$ cat config.mk
export PLATFORM = sky130hd
export DESIGN_NAME = midi_poly_voice_channel_splitter_unit
export DESIGN_NICKNAME = d
export VERILOG_FILES = /design/src/hw/rtl/mpvcs_pkg.sv /design/src/hw/rtl/mpvcs_ctrl.sv /design/src/hw/rtl/mpvcs_dp.sv /design/src/hw/rtl/midi_poly_voice_channel_splitter_unit.sv
export VERILOG_INCLUDE_DIRS = /design/src /design/src/hw/rtl
export SDC_FILE = /design/constraint.sdc
export NUM_CORES = 1
export LEC_CHECK = 0
export BUFFER_PORTS_ARGS = -buffer_cell sky130_fd_sc_hd__buf_2
export CAP_MARGIN = 20
export CORE_UTILIZATION = 30
export CTS_BUF_LIST = sky130_fd_sc_hd__clkbuf_8
export CTS_CLUSTER_SIZE = 40
export DETAILED_ROUTE_END_ITERATION = 6
export HOLD_SLACK_MARGIN = 0.02
export PLACE_DENSITY = 0.45
export SYNTH_ARGS = -nofsm -noshare
export SYNTH_HDL_FRONTEND = slang
export SYNTH_SLANG_ARGS = --single-unit
$ cat constraint.sdc
create_clock -name clk -period 5.2 [get_ports clk]
set_input_delay 1.04 -clock clk [delete_from_list [all_inputs] [get_ports clk]]
set_output_delay 1.04 -clock clk [all_outputs]
set_load 0.02 [all_outputs]
$ cat src/hw/rtl/midi_poly_voice_channel_splitter_unit_assert.svh
// Assertion macros used by the voice splitter datapath.
`ifndef MIDI_POLY_VOICE_CHANNEL_SPLITTER_UNIT_ASSERT_SVH
`define MIDI_POLY_VOICE_CHANNEL_SPLITTER_UNIT_ASSERT_SVH

// Same-cycle implication, disabled during reset.
`define MPVCS_ASSERT_IMP(label, ante, cons) \
  label: assert property (@(posedge clk) disable iff (rst) (ante) |-> (cons)) \
    else $error("voice splitter check failed");

// Next-cycle implication, disabled during reset.
`define MPVCS_ASSERT_NXT(label, ante, cons) \
  label: assert property (@(posedge clk) disable iff (rst) (ante) |=> (cons)) \
    else $error("voice splitter check failed");

`endif

$ cat src/hw/rtl/mpvcs_pkg.sv
// Types and constants of the MIDI polyphonic voice splitter.
package mpvcs_pkg;

  localparam int CFG_IDX_W  = 2;
  localparam int CFG_DATA_W = 4;

  localparam logic [CFG_IDX_W-1:0] CFG_FIRST_CHANNEL  = 2'd0;
  localparam logic [CFG_IDX_W-1:0] CFG_OUT_CHANNELS   = 2'd1;
  localparam logic [CFG_IDX_W-1:0] CFG_BROADCAST_MASK = 2'd2;

  localparam logic [3:0] RST_FIRST_CHANNEL  = 4'd1;
  localparam logic [3:0] RST_OUT_CHANNELS   = 4'd7;
  localparam logic [3:0] RST_BROADCAST_MASK = 4'd15;

  localparam logic [3:0] MSG_NOTE_OFF = 4'h8;
  localparam logic [3:0] MSG_NOTE_ON  = 4'h9;
  localparam logic [3:0] MSG_KEY_AT   = 4'hA;
  localparam logic [3:0] MSG_CC       = 4'hB;
  localparam logic [3:0] MSG_PROGRAM  = 4'hC;
  localparam logic [3:0] MSG_CHAN_AT  = 4'hD;
  localparam logic [3:0] MSG_PITCH    = 4'hE;

  localparam int BCAST_BIT_CC      = 0;
  localparam int BCAST_BIT_PROGRAM = 1;
  localparam int BCAST_BIT_PITCH   = 2;
  localparam int BCAST_BIT_CHAN_AT = 3;

  localparam logic [1:0] DISP_PASS    = 2'd0;
  localparam logic [1:0] DISP_REWRITE = 2'd1;
  localparam logic [1:0] DISP_DROP    = 2'd2;
  localparam logic [1:0] DISP_COPY    = 2'd3;

  localparam logic [7:0] AGE_HELD  = 8'hFF;
  // released slot after the aging step of its own note-off
  localparam logic [7:0] AGE_FRESH = 8'hFD;

  typedef enum logic [3:0] {
    ST_IDLE   = 4'b0001,
    ST_SCAN   = 4'b0010,
    ST_FINISH = 4'b0100,
    ST_COPY   = 4'b1000
  } state_t;

  typedef struct packed {
    logic start;
    logic scan_step;
    logic idx_clear;
    logic commit;
    logic copy_load;
  } ctrl_cmd_t;

  typedef struct packed {
    logic is_bcast;
    logic idx_last;
    logic out_free;
  } dp_stat_t;

endpackage

$ cat src/hw/rtl/mpvcs_ctrl.sv
// Controller state machine of the voice splitter.
module mpvcs_ctrl (
  input  logic                clk,
  input  logic                rst,
  input  logic                in_valid,
  output logic                in_ready,
  input  mpvcs_pkg::dp_stat_t stat,
  output mpvcs_pkg::ctrl_cmd_t cmd
);

  mpvcs_pkg::state_t state;
  mpvcs_pkg::state_t state_next;

  always_ff @(posedge clk) begin
    if (rst) begin
      state <= mpvcs_pkg::ST_IDLE;
    end else begin
      state <= state_next;
    end
  end

  always_comb begin
    state_next = state;
    cmd        = '0;
    in_ready   = 1'b0;
    case (state)
      mpvcs_pkg::ST_IDLE: begin
        in_ready = 1'b1;
        if (in_valid) begin
          cmd.start  = 1'b1;
          state_next = mpvcs_pkg::ST_SCAN;
        end
      end
      mpvcs_pkg::ST_SCAN: begin
        if (stat.is_bcast) begin
          cmd.idx_clear = 1'b1;
          state_next    = mpvcs_pkg::ST_COPY;
        end else begin
          cmd.scan_step = 1'b1;
          if (stat.idx_last) begin
            state_next = mpvcs_pkg::ST_FINISH;
          end
        end
      end
      mpvcs_pkg::ST_FINISH: begin
        if (stat.out_free) begin
          cmd.commit = 1'b1;
          state_next = mpvcs_pkg::ST_IDLE;
        end
      end
      mpvcs_pkg::ST_COPY: begin
        if (stat.out_free) begin
          cmd.copy_load = 1'b1;
          if (stat.idx_last) begin
            state_next = mpvcs_pkg::ST_IDLE;
          end
        end
      end
      default: begin
        state_next = mpvcs_pkg::ST_IDLE;
      end
    endcase
  end

endmodule

$ cat src/hw/rtl/mpvcs_dp.sv
// Datapath of the voice splitter: registers, slot table, scan and result register.
`include "midi_poly_voice_channel_splitter_unit_assert.svh"

module mpvcs_dp #(
  parameter int NUM_SLOTS = 9
) (
  input  logic                                clk,
  input  logic                                rst,
  input  logic                                cfg_write,
  input  logic [mpvcs_pkg::CFG_IDX_W-1:0]     cfg_index,
  input  logic [mpvcs_pkg::CFG_DATA_W-1:0]    cfg_data,
  input  logic [7:0]                          status_byte,
  input  logic [6:0]                          data_one,
  input  logic [6:0]                          data_two,
  input  logic                                out_ready,
  input  mpvcs_pkg::ctrl_cmd_t                cmd,
  output mpvcs_pkg::dp_stat_t                 stat,
  output logic                                out_valid,
  output logic [7:0]                          out_status,
  output logic [6:0]                          out_data_one,
  output logic [6:0]                          out_data_two,
  output logic [1:0]                          disposition,
  output logic                                last_result
);

  localparam int SW = (NUM_SLOTS > 1) ? $clog2(NUM_SLOTS) : 1;
  localparam int CW = $clog2(NUM_SLOTS + 1);
  localparam logic [CW-1:0] NUM_SLOTS_C = CW'(NUM_SLOTS);

  logic [3:0] first_channel;
  logic [3:0] out_channels;
  logic [3:0] broadcast_mask;

  logic [7:0] slot_age [NUM_SLOTS];
  logic [6:0] slot_key [NUM_SLOTS];
  logic [3:0] latest_channel;
  logic       latest_valid;

  logic [7:0] msg_status;
  logic [6:0] msg_d1;
  logic [6:0] msg_d2;

  logic [SW-1:0] idx;
  logic          held_found;
  logic [SW-1:0] held_idx;
  logic          same_found;
  logic [SW-1:0] same_idx;
  logic          best_found;
  logic [SW-1:0] best_idx;
  logic [7:0]    best_age;

  logic [CW-1:0] n_use;
  logic [3:0]    msg_type;
  logic          bcast_bit;
  logic [7:0]    cur_age;
  logic [6:0]    cur_key;
  logic          pick_found;
  logic [SW-1:0] pick_idx;
  logic [7:0]    res_status;
  logic [6:0]    res_d1;
  logic [6:0]    res_d2;
  logic [1:0]    res_disp;

  function automatic logic [3:0] chan_of(input logic [SW-1:0] s, input logic [3:0] base);
    return 4'(s) + base;
  endfunction

  always_comb begin
    if (out_channels == 4'd0) begin
      n_use = CW'(1);
    end else if (int'(out_channels) > NUM_SLOTS) begin
      n_use = NUM_SLOTS_C;
    end else begin
      n_use = CW'(out_channels);
    end
  end

  assign msg_type   = msg_status[7:4];
  assign cur_age    = slot_age[idx];
  assign cur_key    = slot_key[idx];
  assign pick_found = same_found || best_found;
  assign pick_idx   = same_found ? same_idx : best_idx;

  always_comb begin
    case (msg_type)
      mpvcs_pkg::MSG_CC:      bcast_bit = broadcast_mask[mpvcs_pkg::BCAST_BIT_CC];
      mpvcs_pkg::MSG_PROGRAM: bcast_bit = broadcast_mask[mpvcs_pkg::BCAST_BIT_PROGRAM];
      mpvcs_pkg::MSG_PITCH:   bcast_bit = broadcast_mask[mpvcs_pkg::BCAST_BIT_PITCH];
      mpvcs_pkg::MSG_CHAN_AT: bcast_bit = broadcast_mask[mpvcs_pkg::BCAST_BIT_CHAN_AT];
      default:                bcast_bit = 1'b0;
    endcase
  end

  assign stat.is_bcast = bcast_bit;
  assign stat.idx_last = (CW'(idx) == n_use - CW'(1));
  assign stat.out_free = !out_valid || out_ready;

  always_comb begin
    res_status = msg_status;
    res_d1     = msg_d1;
    res_d2     = msg_d2;
    res_disp   = mpvcs_pkg::DISP_DROP;
    case (msg_type)
      mpvcs_pkg::MSG_NOTE_ON: begin
        if (pick_found) begin
          res_status = {msg_type, chan_of(pick_idx, first_channel)};
          res_disp   = mpvcs_pkg::DISP_REWRITE;
        end
      end
      mpvcs_pkg::MSG_NOTE_OFF: begin
        if (held_found) begin
          res_status = {msg_type, chan_of(held_idx, first_channel)};
          res_disp   = mpvcs_pkg::DISP_REWRITE;
        end
      end
      mpvcs_pkg::MSG_KEY_AT: begin
        if (held_found) begin
          res_status = {mpvcs_pkg::MSG_CHAN_AT, chan_of(held_idx, first_channel)};
          res_d1     = msg_d2;
          res_d2     = 7'd0;
          res_disp   = mpvcs_pkg::DISP_REWRITE;
        end
      end
      mpvcs_pkg::MSG_CC, mpvcs_pkg::MSG_PROGRAM, mpvcs_pkg::MSG_PITCH,
      mpvcs_pkg::MSG_CHAN_AT: begin
        if (latest_valid) begin
          res_status = {msg_type, latest_channel};
          res_disp   = mpvcs_pkg::DISP_REWRITE;
        end
      end
      default: begin
        res_disp = mpvcs_pkg::DISP_PASS;
      end
    endcase
  end

  always_ff @(posedge clk) begin
    if (rst) begin
      first_channel  <= mpvcs_pkg::RST_FIRST_CHANNEL;
      out_channels   <= mpvcs_pkg::RST_OUT_CHANNELS;
      broadcast_mask <= mpvcs_pkg::RST_BROADCAST_MASK;
      for (int i = 0; i < NUM_SLOTS; i++) begin
        slot_age[i] <= 8'd0;
        slot_key[i] <= 7'd0;
      end
      latest_channel <= 4'd0;
      latest_valid   <= 1'b0;
      out_valid      <= 1'b0;
    end else begin
      if (cfg_write) begin
        case (cfg_index)
          mpvcs_pkg::CFG_FIRST_CHANNEL:  first_channel  <= cfg_data;
          mpvcs_pkg::CFG_OUT_CHANNELS:   out_channels   <= cfg_data;
          mpvcs_pkg::CFG_BROADCAST_MASK: broadcast_mask <= cfg_data;
          default: ;
        endcase
      end
      if (cmd.commit && msg_type == mpvcs_pkg::MSG_NOTE_ON && pick_found) begin
        slot_key[pick_idx] <= msg_d1;
        slot_age[pick_idx] <= mpvcs_pkg::AGE_HELD;
        latest_channel     <= chan_of(pick_idx, first_channel);
        latest_valid       <= 1'b1;
      end
      if (cmd.commit && msg_type == mpvcs_pkg::MSG_NOTE_OFF && held_found) begin
        for (int i = 0; i < NUM_SLOTS; i++) begin
          if (i < int'(n_use)) begin
            if (SW'(i) == held_idx) begin
              slot_age[i] <= mpvcs_pkg::AGE_FRESH;
            end else if (slot_age[i] != mpvcs_pkg::AGE_HELD && slot_age[i] != 8'd0) begin
              slot_age[i] <= slot_age[i] - 8'd1;
            end
          end
        end
      end
      if (cmd.commit || cmd.copy_load) begin
        out_valid <= 1'b1;
      end else if (out_ready) begin
        out_valid <= 1'b0;
      end
    end
  end

  always_ff @(posedge clk) begin
    if (cmd.start) begin
      msg_status <= status_byte;
      msg_d1     <= data_one;
      msg_d2     <= data_two;
      idx        <= '0;
      held_found <= 1'b0;
      same_found <= 1'b0;
      best_found <= 1'b0;
      best_age   <= mpvcs_pkg::AGE_HELD;
    end
    if (cmd.scan_step) begin
      idx <= idx + SW'(1);
      if (cur_age == mpvcs_pkg::AGE_HELD && cur_key == msg_d1 && !held_found) begin
        held_found <= 1'b1;
        held_idx   <= idx;
      end
      if (cur_age != mpvcs_pkg::AGE_HELD && cur_key == msg_d1 && !same_found) begin
        same_found <= 1'b1;
        same_idx   <= idx;
      end
      if (cur_age < best_age) begin
        best_found <= 1'b1;
        best_idx   <= idx;
        best_age   <= cur_age;
      end
    end
    if (cmd.idx_clear) begin
      idx <= '0;
    end
    if (cmd.copy_load) begin
      idx          <= idx + SW'(1);
      out_status   <= {msg_type, chan_of(idx, first_channel)};
      out_data_one <= msg_d1;
      out_data_two <= msg_d2;
      disposition  <= mpvcs_pkg::DISP_COPY;
      last_result  <= stat.idx_last;
    end
    if (cmd.commit) begin
      out_status   <= res_status;
      out_data_one <= res_d1;
      out_data_two <= res_d2;
      disposition  <= res_disp;
      last_result  <= 1'b1;
    end
  end

  `MPVCS_ASSERT_IMP(a_commit_slot_free, cmd.commit, stat.out_free)
  `MPVCS_ASSERT_IMP(a_copy_slot_free, cmd.copy_load, stat.out_free)
  `MPVCS_ASSERT_NXT(a_note_on_marks_latest, cmd.commit && msg_type == mpvcs_pkg::MSG_NOTE_ON && pick_found, latest_valid)

endmodule

$ cat src/hw/rtl/midi_poly_voice_channel_splitter_unit.sv
// Top level of the MIDI polyphonic voice splitter.
//
//   channel  signals                                         handshake
//   in       status_byte data_one data_two                   in_valid / in_ready
//   out      out_status out_data_one out_data_two            out_valid / out_ready
//            disposition last_result
//   cfg      cfg_index cfg_data                              cfg_write, no wait
//
// A message is accepted, then the slot table is scanned at one slot per cycle over
// the slots in use, then the result is loaded once the output register is free.
// A broadcast is accepted, then sends one copy per cycle while out_ready is high.
// The serial slot scan sets the rate. Synchronous reset clears all slots.
// A result waits in the output register while out_ready is low; the scan still runs.
module midi_poly_voice_channel_splitter_unit #(
  parameter int NUM_SLOTS = 9
) (
  input  logic                             clk,
  input  logic                             rst,
  input  logic                             cfg_write,
  input  logic [mpvcs_pkg::CFG_IDX_W-1:0]  cfg_index,
  input  logic [mpvcs_pkg::CFG_DATA_W-1:0] cfg_data,
  input  logic                             in_valid,
  output logic                             in_ready,
  input  logic [7:0]                       status_byte,
  input  logic [6:0]                       data_one,
  input  logic [6:0]                       data_two,
  output logic                             out_valid,
  input  logic                             out_ready,
  output logic [7:0]                       out_status,
  output logic [6:0]                       out_data_one,
  output logic [6:0]                       out_data_two,
  output logic [1:0]                       disposition,
  output logic                             last_result
);

  mpvcs_pkg::ctrl_cmd_t cmd;
  mpvcs_pkg::dp_stat_t  stat;

  mpvcs_ctrl u_ctrl (
    .clk      (clk),
    .rst      (rst),
    .in_valid (in_valid),
    .in_ready (in_ready),
    .stat     (stat),
    .cmd      (cmd)
  );

  mpvcs_dp #(
    .NUM_SLOTS (NUM_SLOTS)
  ) u_dp (
    .clk          (clk),
    .rst          (rst),
    .cfg_write    (cfg_write),
    .cfg_index    (cfg_index),
    .cfg_data     (cfg_data),
    .status_byte  (status_byte),
    .data_one     (data_one),
    .data_two     (data_two),
    .out_ready    (out_ready),
    .cmd          (cmd),
    .stat         (stat),
    .out_valid    (out_valid),
    .out_status   (out_status),
    .out_data_one (out_data_one),
    .out_data_two (out_data_two),
    .disposition  (disposition),
    .last_result  (last_result)
  );

endmodule
# Yosys cells after proc, flatten, opt, wreduce, memory -nomap -nowiden
# Memories as Yosys holds them, arrays and structs flattened. A register that Yosys moved wholly into a read port is not among the register bits.
# Cells that the tools add are included.
# Widths: inputs -> output; s select.
[totals] mem_count=2 reg_bits=96 ramBits=135 output_inout_bits=27
[classes] eq_ne=39 bitwise=18 order_cmp=11 addsub=14 n_reduce_logical=49 n_mux=189
[mem_list] name="u_dp.slot_age" words=9 width=8 read_ports=10 rd_ports_with_merged_regs=1 write_ports=9 line="mpvcs_dp.sv:34" text="logic [7:0] slot_age [NUM_SLOTS];"
[mem_list] name="u_dp.slot_key" words=9 width=7 read_ports=1 rd_ports_with_merged_regs=1 write_ports=9 line="mpvcs_dp.sv:35" text="logic [6:0] slot_key [NUM_SLOTS];"
[ops] cell="$mux 8" n=25
[ops] cell="$mux 1" n=125
[ops] cell="$mux 4" n=20
[ops] cell="$ne 8x8->1 const B" n=10
[ops] cell="$reduce_bool 8->1" n=9
[ops] cell="$sub 8x1->8 const B" n=9
[ops] cell="$mux 7" n=9
[ops] cell="$eq 4x4->1 const B" n=8
[ops] cell="$pmux 8 s4" n=1
[ops] cell="$or 1x1->1" n=18
[ops] cell="$logic_and 1x1->1" n=17
[ops] cell="$eq 3x4->1 const A" n=4
[ops] cell="$lt 3x4->1 const A" n=4
[ops] cell="$pmux 4 s4" n=1
[ops] cell="$add 4x4->4" n=3
[ops] cell="$mux 2" n=6
[ops] cell="$reduce_and 2->1" n=6
[ops] cell="$eq 2x4->1 const A" n=2
[ops] cell="$eq 8x8->1 const B" n=1
[ops] cell="$logic_not 4->1" n=2
[ops] cell="$lt 1x4->1 const A" n=2
[ops] cell="$lt 2x4->1 const A" n=2
[ops] cell="$lt 8x8->1" n=1
[ops] cell="$ne 2x2->1 const B" n=4
[ops] cell="other kinds (26)" n=31

# Depth between registers and ports, before layout
[depth] word_depth=12 ltp_mapped=16 ltp_nobuf=12

# Cells and area by module
# A second synthesis with hierarchy kept.
[hier_totals] cells_unflattened=1341 hier_area_um2=17012.6
[modules_own_cells] module="mpvcs_dp" seq_area_each_um2=9749.4 n_inst=1 area_per_inst_um2=16709.8 cells_per_inst=1306
[modules_own_cells] module="mpvcs_ctrl" seq_area_each_um2=80.1 n_inst=1 area_per_inst_um2=302.8 cells_per_inst=35

# Worst setup path before layout
# No wires, ideal clock.
[synth_path] path_kind="input port to flip-flop" start="input port out_ready" end="memory u_dp.slot_age[5][0] (enable)" setup_ps=310 arrival_ps=3015 path_stages=8 slack_ps=1875 path_buffers=1 t_required_ps=4890 path_cell_list="nand2b_1 clkbuf_1 and2_2 nand2_4 nor3_2 nand2_1 o21ai_0 or2_2"
[synth_rtl] element="from (decl)" line="midi_poly_voice_channel_splitter_unit.sv:28" text="input logic out_ready,"
[synth_rtl] element="to (decl)" line="mpvcs_dp.sv:34"

==> impl_results.md <==
- Startpoint Class: flip-flop
- Req. time, crit path: 5580 ps
- Actual slew at the worst max-slew pin: 1050 ps
- Yosys top cell area share: 52.4%
- Synth cell types: 82
- Dominant cell type by area after synthesis: edfxtp_1
- Flop and latch count out of synthesis: 340
- Multi-input gate area: 6930 um^2
- Buffers added on ports: 59
- Final Net Count: 1518
- Die Area: 58600 um^2
- DRC: 0
- CTS tree: yes
- Achievable frequency: 248 MHz
- Synthesized area per cell: 12.8 um^2
- Hpwl dp: 34100 um
- CTS Buffer Depth: 3
- Initial antenna violation count: 1
- Die X: 242 um
- Hold crit path type: reg -> reg
- Design area: 19500 um^2
- Relative slew slack: 30.1%
- Ys Warns: 0
- Cell breakdown of the critical path: buf_4 -> mux4_2 -> a22oi_1 -> nand3_1 -> xnor2_1 -> nand4_1 -> or4_1 -> nor2_1
- Die Ht: 242 um
- Status: finished, final reports clean
- RSZ-0062 raised after global routing: false
- DRT Pass-1 Iters: 5
- DRT Wirelength: 48100 um
- Total core area: 56700 um^2
- CTS Buf Count: 61
- Vias in the first global route: 11300
- WP data arrival: 4410 ps
- Post-synth EDFFs: 302
- Pwr dens: 311 nW/um^2
- Synth Flop Type: edfxtp_1
- Setup Skew: 44.9 ps
- Max Cap Viol: 0
- Crit end category: flip-flop
- Min Tclk post-route: 4030 ps
- Worst-Skew Late Latency: 710 ps
- Placer Congestion: 0.831
- Reg clk slew, reported paths: 60 ps
- DR WL/cell: 21.4 um
- Post-cts sizing count: 0
- Crit Path Class: reg -> reg
- Worst VDD drop: 0.192 mV
- Site row count: 87
- Ant diodes: 0
- Root buf cell: clkbuf_8
- Starting Density: 30.5%
- Slew Viols, Final: 0
- Initial drt markers: 714
- Delay-heaviest family, CP: simple AND/OR/NAND/NOR gates
- Setup TNS: 0 ps
- Hold_buf cts: 0
- Setup bufs post-CTS: 0
- Peak fanout along the critical path: 33
- DR vias: 11200
- CP bufs+invs: 1
- CP max stage delay: 870 ps
- First-pass GRT wire length: 72700 um
- Sequential share of the synthesized area: 56.8%
- Gr usage total: 16.4%
- Synthesized cell area: 17300 um^2
- Syn nets: 1434
- Mapped Cells: 1357
- Global route total overflow: 0
- DR vias/cell: 4.98
- Post-route ant nets: 0
- H-tree depth: 2
- Crit share post-route: 77.6%
- Clock sinks: 340
- Area Overhead vs Synth: 13.0%
- Largest net degree at the start of global routing: 34
- Area of placed instances: 18400 um^2
- LEAKAGE: 7.48 nW
- Final Hold Fails: 0
- Area contributors post-synth: edfxtp_1 (52%), mux4_2 (5.5%), dfxtp_1 (4.4%), mux2i_1 (3.9%), ha_1 (3.0%)
- Reg area: 9830 um^2
- Share of cells above drive strength 1: 17.7%
- Setup-failing EPs final: 0
- Fillers: 5535
- Post-synth ARST share: 0%
- Critical path's slowest cell: dfxtp_2
- I/O pin count: 60
[worst register-to-register path, cell delays in order, from the launching register on]
cell and delay, ps:
dfxtp_2 870, buf_4 610, mux4_2 610, a22oi_1 280
nand3_1 130, xnor2_1 150, nand4_1 200, or4_1 580
nor2_1 300
[registers in the layout (all words and copies together), names as in the netlist, 7 cells and up, named ones only]
signal / count
u_dp.slot_age: 128
u_dp.slot_key: 112
u_dp.best_age: 8
u_dp.msg_status: 8
u_dp.out_status: 8
u_dp.msg_d1: 7
u_dp.msg_d2: 7
u_dp.out_data_one: 7
u_dp.out_data_two: 7
[metrics by stage]
stage	cells	power [mW]	utilization [%]	hold WS, ps	setup slack (ps)
floorplan	1357	3.55	-	436	1870
global placement	2134	3.74	32.4	450	1190
detailed placement	2134	3.74	32.4	452	1090
global route	2249	6.34	34.5	471	909
CTS	2249	6.18	34.5	453	1120
finish	2249	6.09	34.5	463	1170
[cell families (layout without fill, tap and decap cells)]
family	count (synthesis)	count (layout)	synth area share [%]
and+or+nand+nor	459	459	14.4
DFF	340	340	56.8
AOI/OAI and AO/OA	198	198	7.97
muxes	127	127	10.5
buffers and inverters	114	250	3.20
xor gates and xnor gates	75	75	3.80
adders and majority gates	44	44	3.31
[synthesized netlist by cell type (5+ instances only)]
| cell type | number |
|---|---|
| nand2b_1 | 17 |
| edfxtp_1 | 302 |
| buf_2 | 19 |
| o31ai_1 | 5 |
| a21o_1 | 42 |
| dfxtp_1 | 38 |
| a22oi_1 | 7 |
| nor3b_1 | 8 |
| mux4_2 | 42 |
| nand2_1 | 94 |
| nand3b_1 | 10 |
| a221oi_1 | 13 |
| a21oi_1 | 34 |
| mux2_2 | 17 |
| clkbuf_1 | 23 |
| buf_4 | 11 |
| nor3_1 | 26 |
| a32oi_1 | 6 |
| a21boi_1 | 7 |
| buf_6 | 8 |
| nor4_1 | 7 |
| nand3_1 | 22 |
| o21ai_0 | 20 |
| o21ai_1 | 27 |
| and2_1 | 80 |
| nor2_1 | 98 |
| ha_1 | 41 |
| or2_2 | 12 |
| nor2b_1 | 18 |
| xnor2_1 | 38 |
| xor2_1 | 37 |
| inv_1 | 48 |
| mux2i_1 | 67 |
| or3_1 | 18 |
| nand4_1 | 15 |
[routing by layer]
metal	vias up	part of all wire (%)	GRT usage [%]
met3	74	4.8	2.65
met2	290	45	25.1
li1	5230	-	-
met1	5610	48	23.3
met4	2	2.5	5.66
met5	-	0.027	0
[final cells by class]
cell class              count  area share [%]
clock inverters            51            1.41
repair buffers             86            2.55
multi-input cells         903            35.5
well taps                 756            4.84
clock buffers              64            4.51
inverters                  49           0.941
flip-flops and latches    340            50.3
[path summary, 6_finish.rpt]
kind	start	endpoint	slack (ps)	cells after the start
max	flip-flop	u_dp.same_idx[0]	1170	8
min	u_dp.latest_channel[0]	u_dp.latest_channel[0]	460	2
max reg2reg	flip-flop	u_dp.same_idx[0]	1170	8
min reg2reg	u_dp.latest_channel[0]	u_dp.latest_channel[0]	460	2
[cell usage in the layout, fill, tap and decap left out, types with 5 or more instances in the layout]
cell type,n
a21boi_1,7
a21o_1,42
a21oi_1,34
a221oi_1,13
a22oi_1,7
a32oi_1,6
and2_1,80
buf_2,59
buf_4,27
clkbuf_8,64
clkinv_1,16
clkinv_2,13
dfxtp_1,34
edfxtp_1,302
ha_1,41
inv_1,67
mux2_2,17
mux2i_1,67
mux4_2,42
nand2_1,94
nand2b_1,17
nand3_1,22
nand3b_1,10
nand4_1,15
nor2_1,98
nor2b_1,18
nor3_1,26
nor3b_1,8
nor4_1,7
o21ai_0,20
o21ai_1,27
o31ai_1,5
or2_2,12
or3_1,18
xnor2_1,38
xor2_1,37
[power by group]
part	switching, mW	internal [mW]	total (mW)
clock	1.20	1.21	2.41
sequential	0.123	3.04	3.16
combinational	0.289	0.231	0.520
Power figures use the tool's default switching activity.
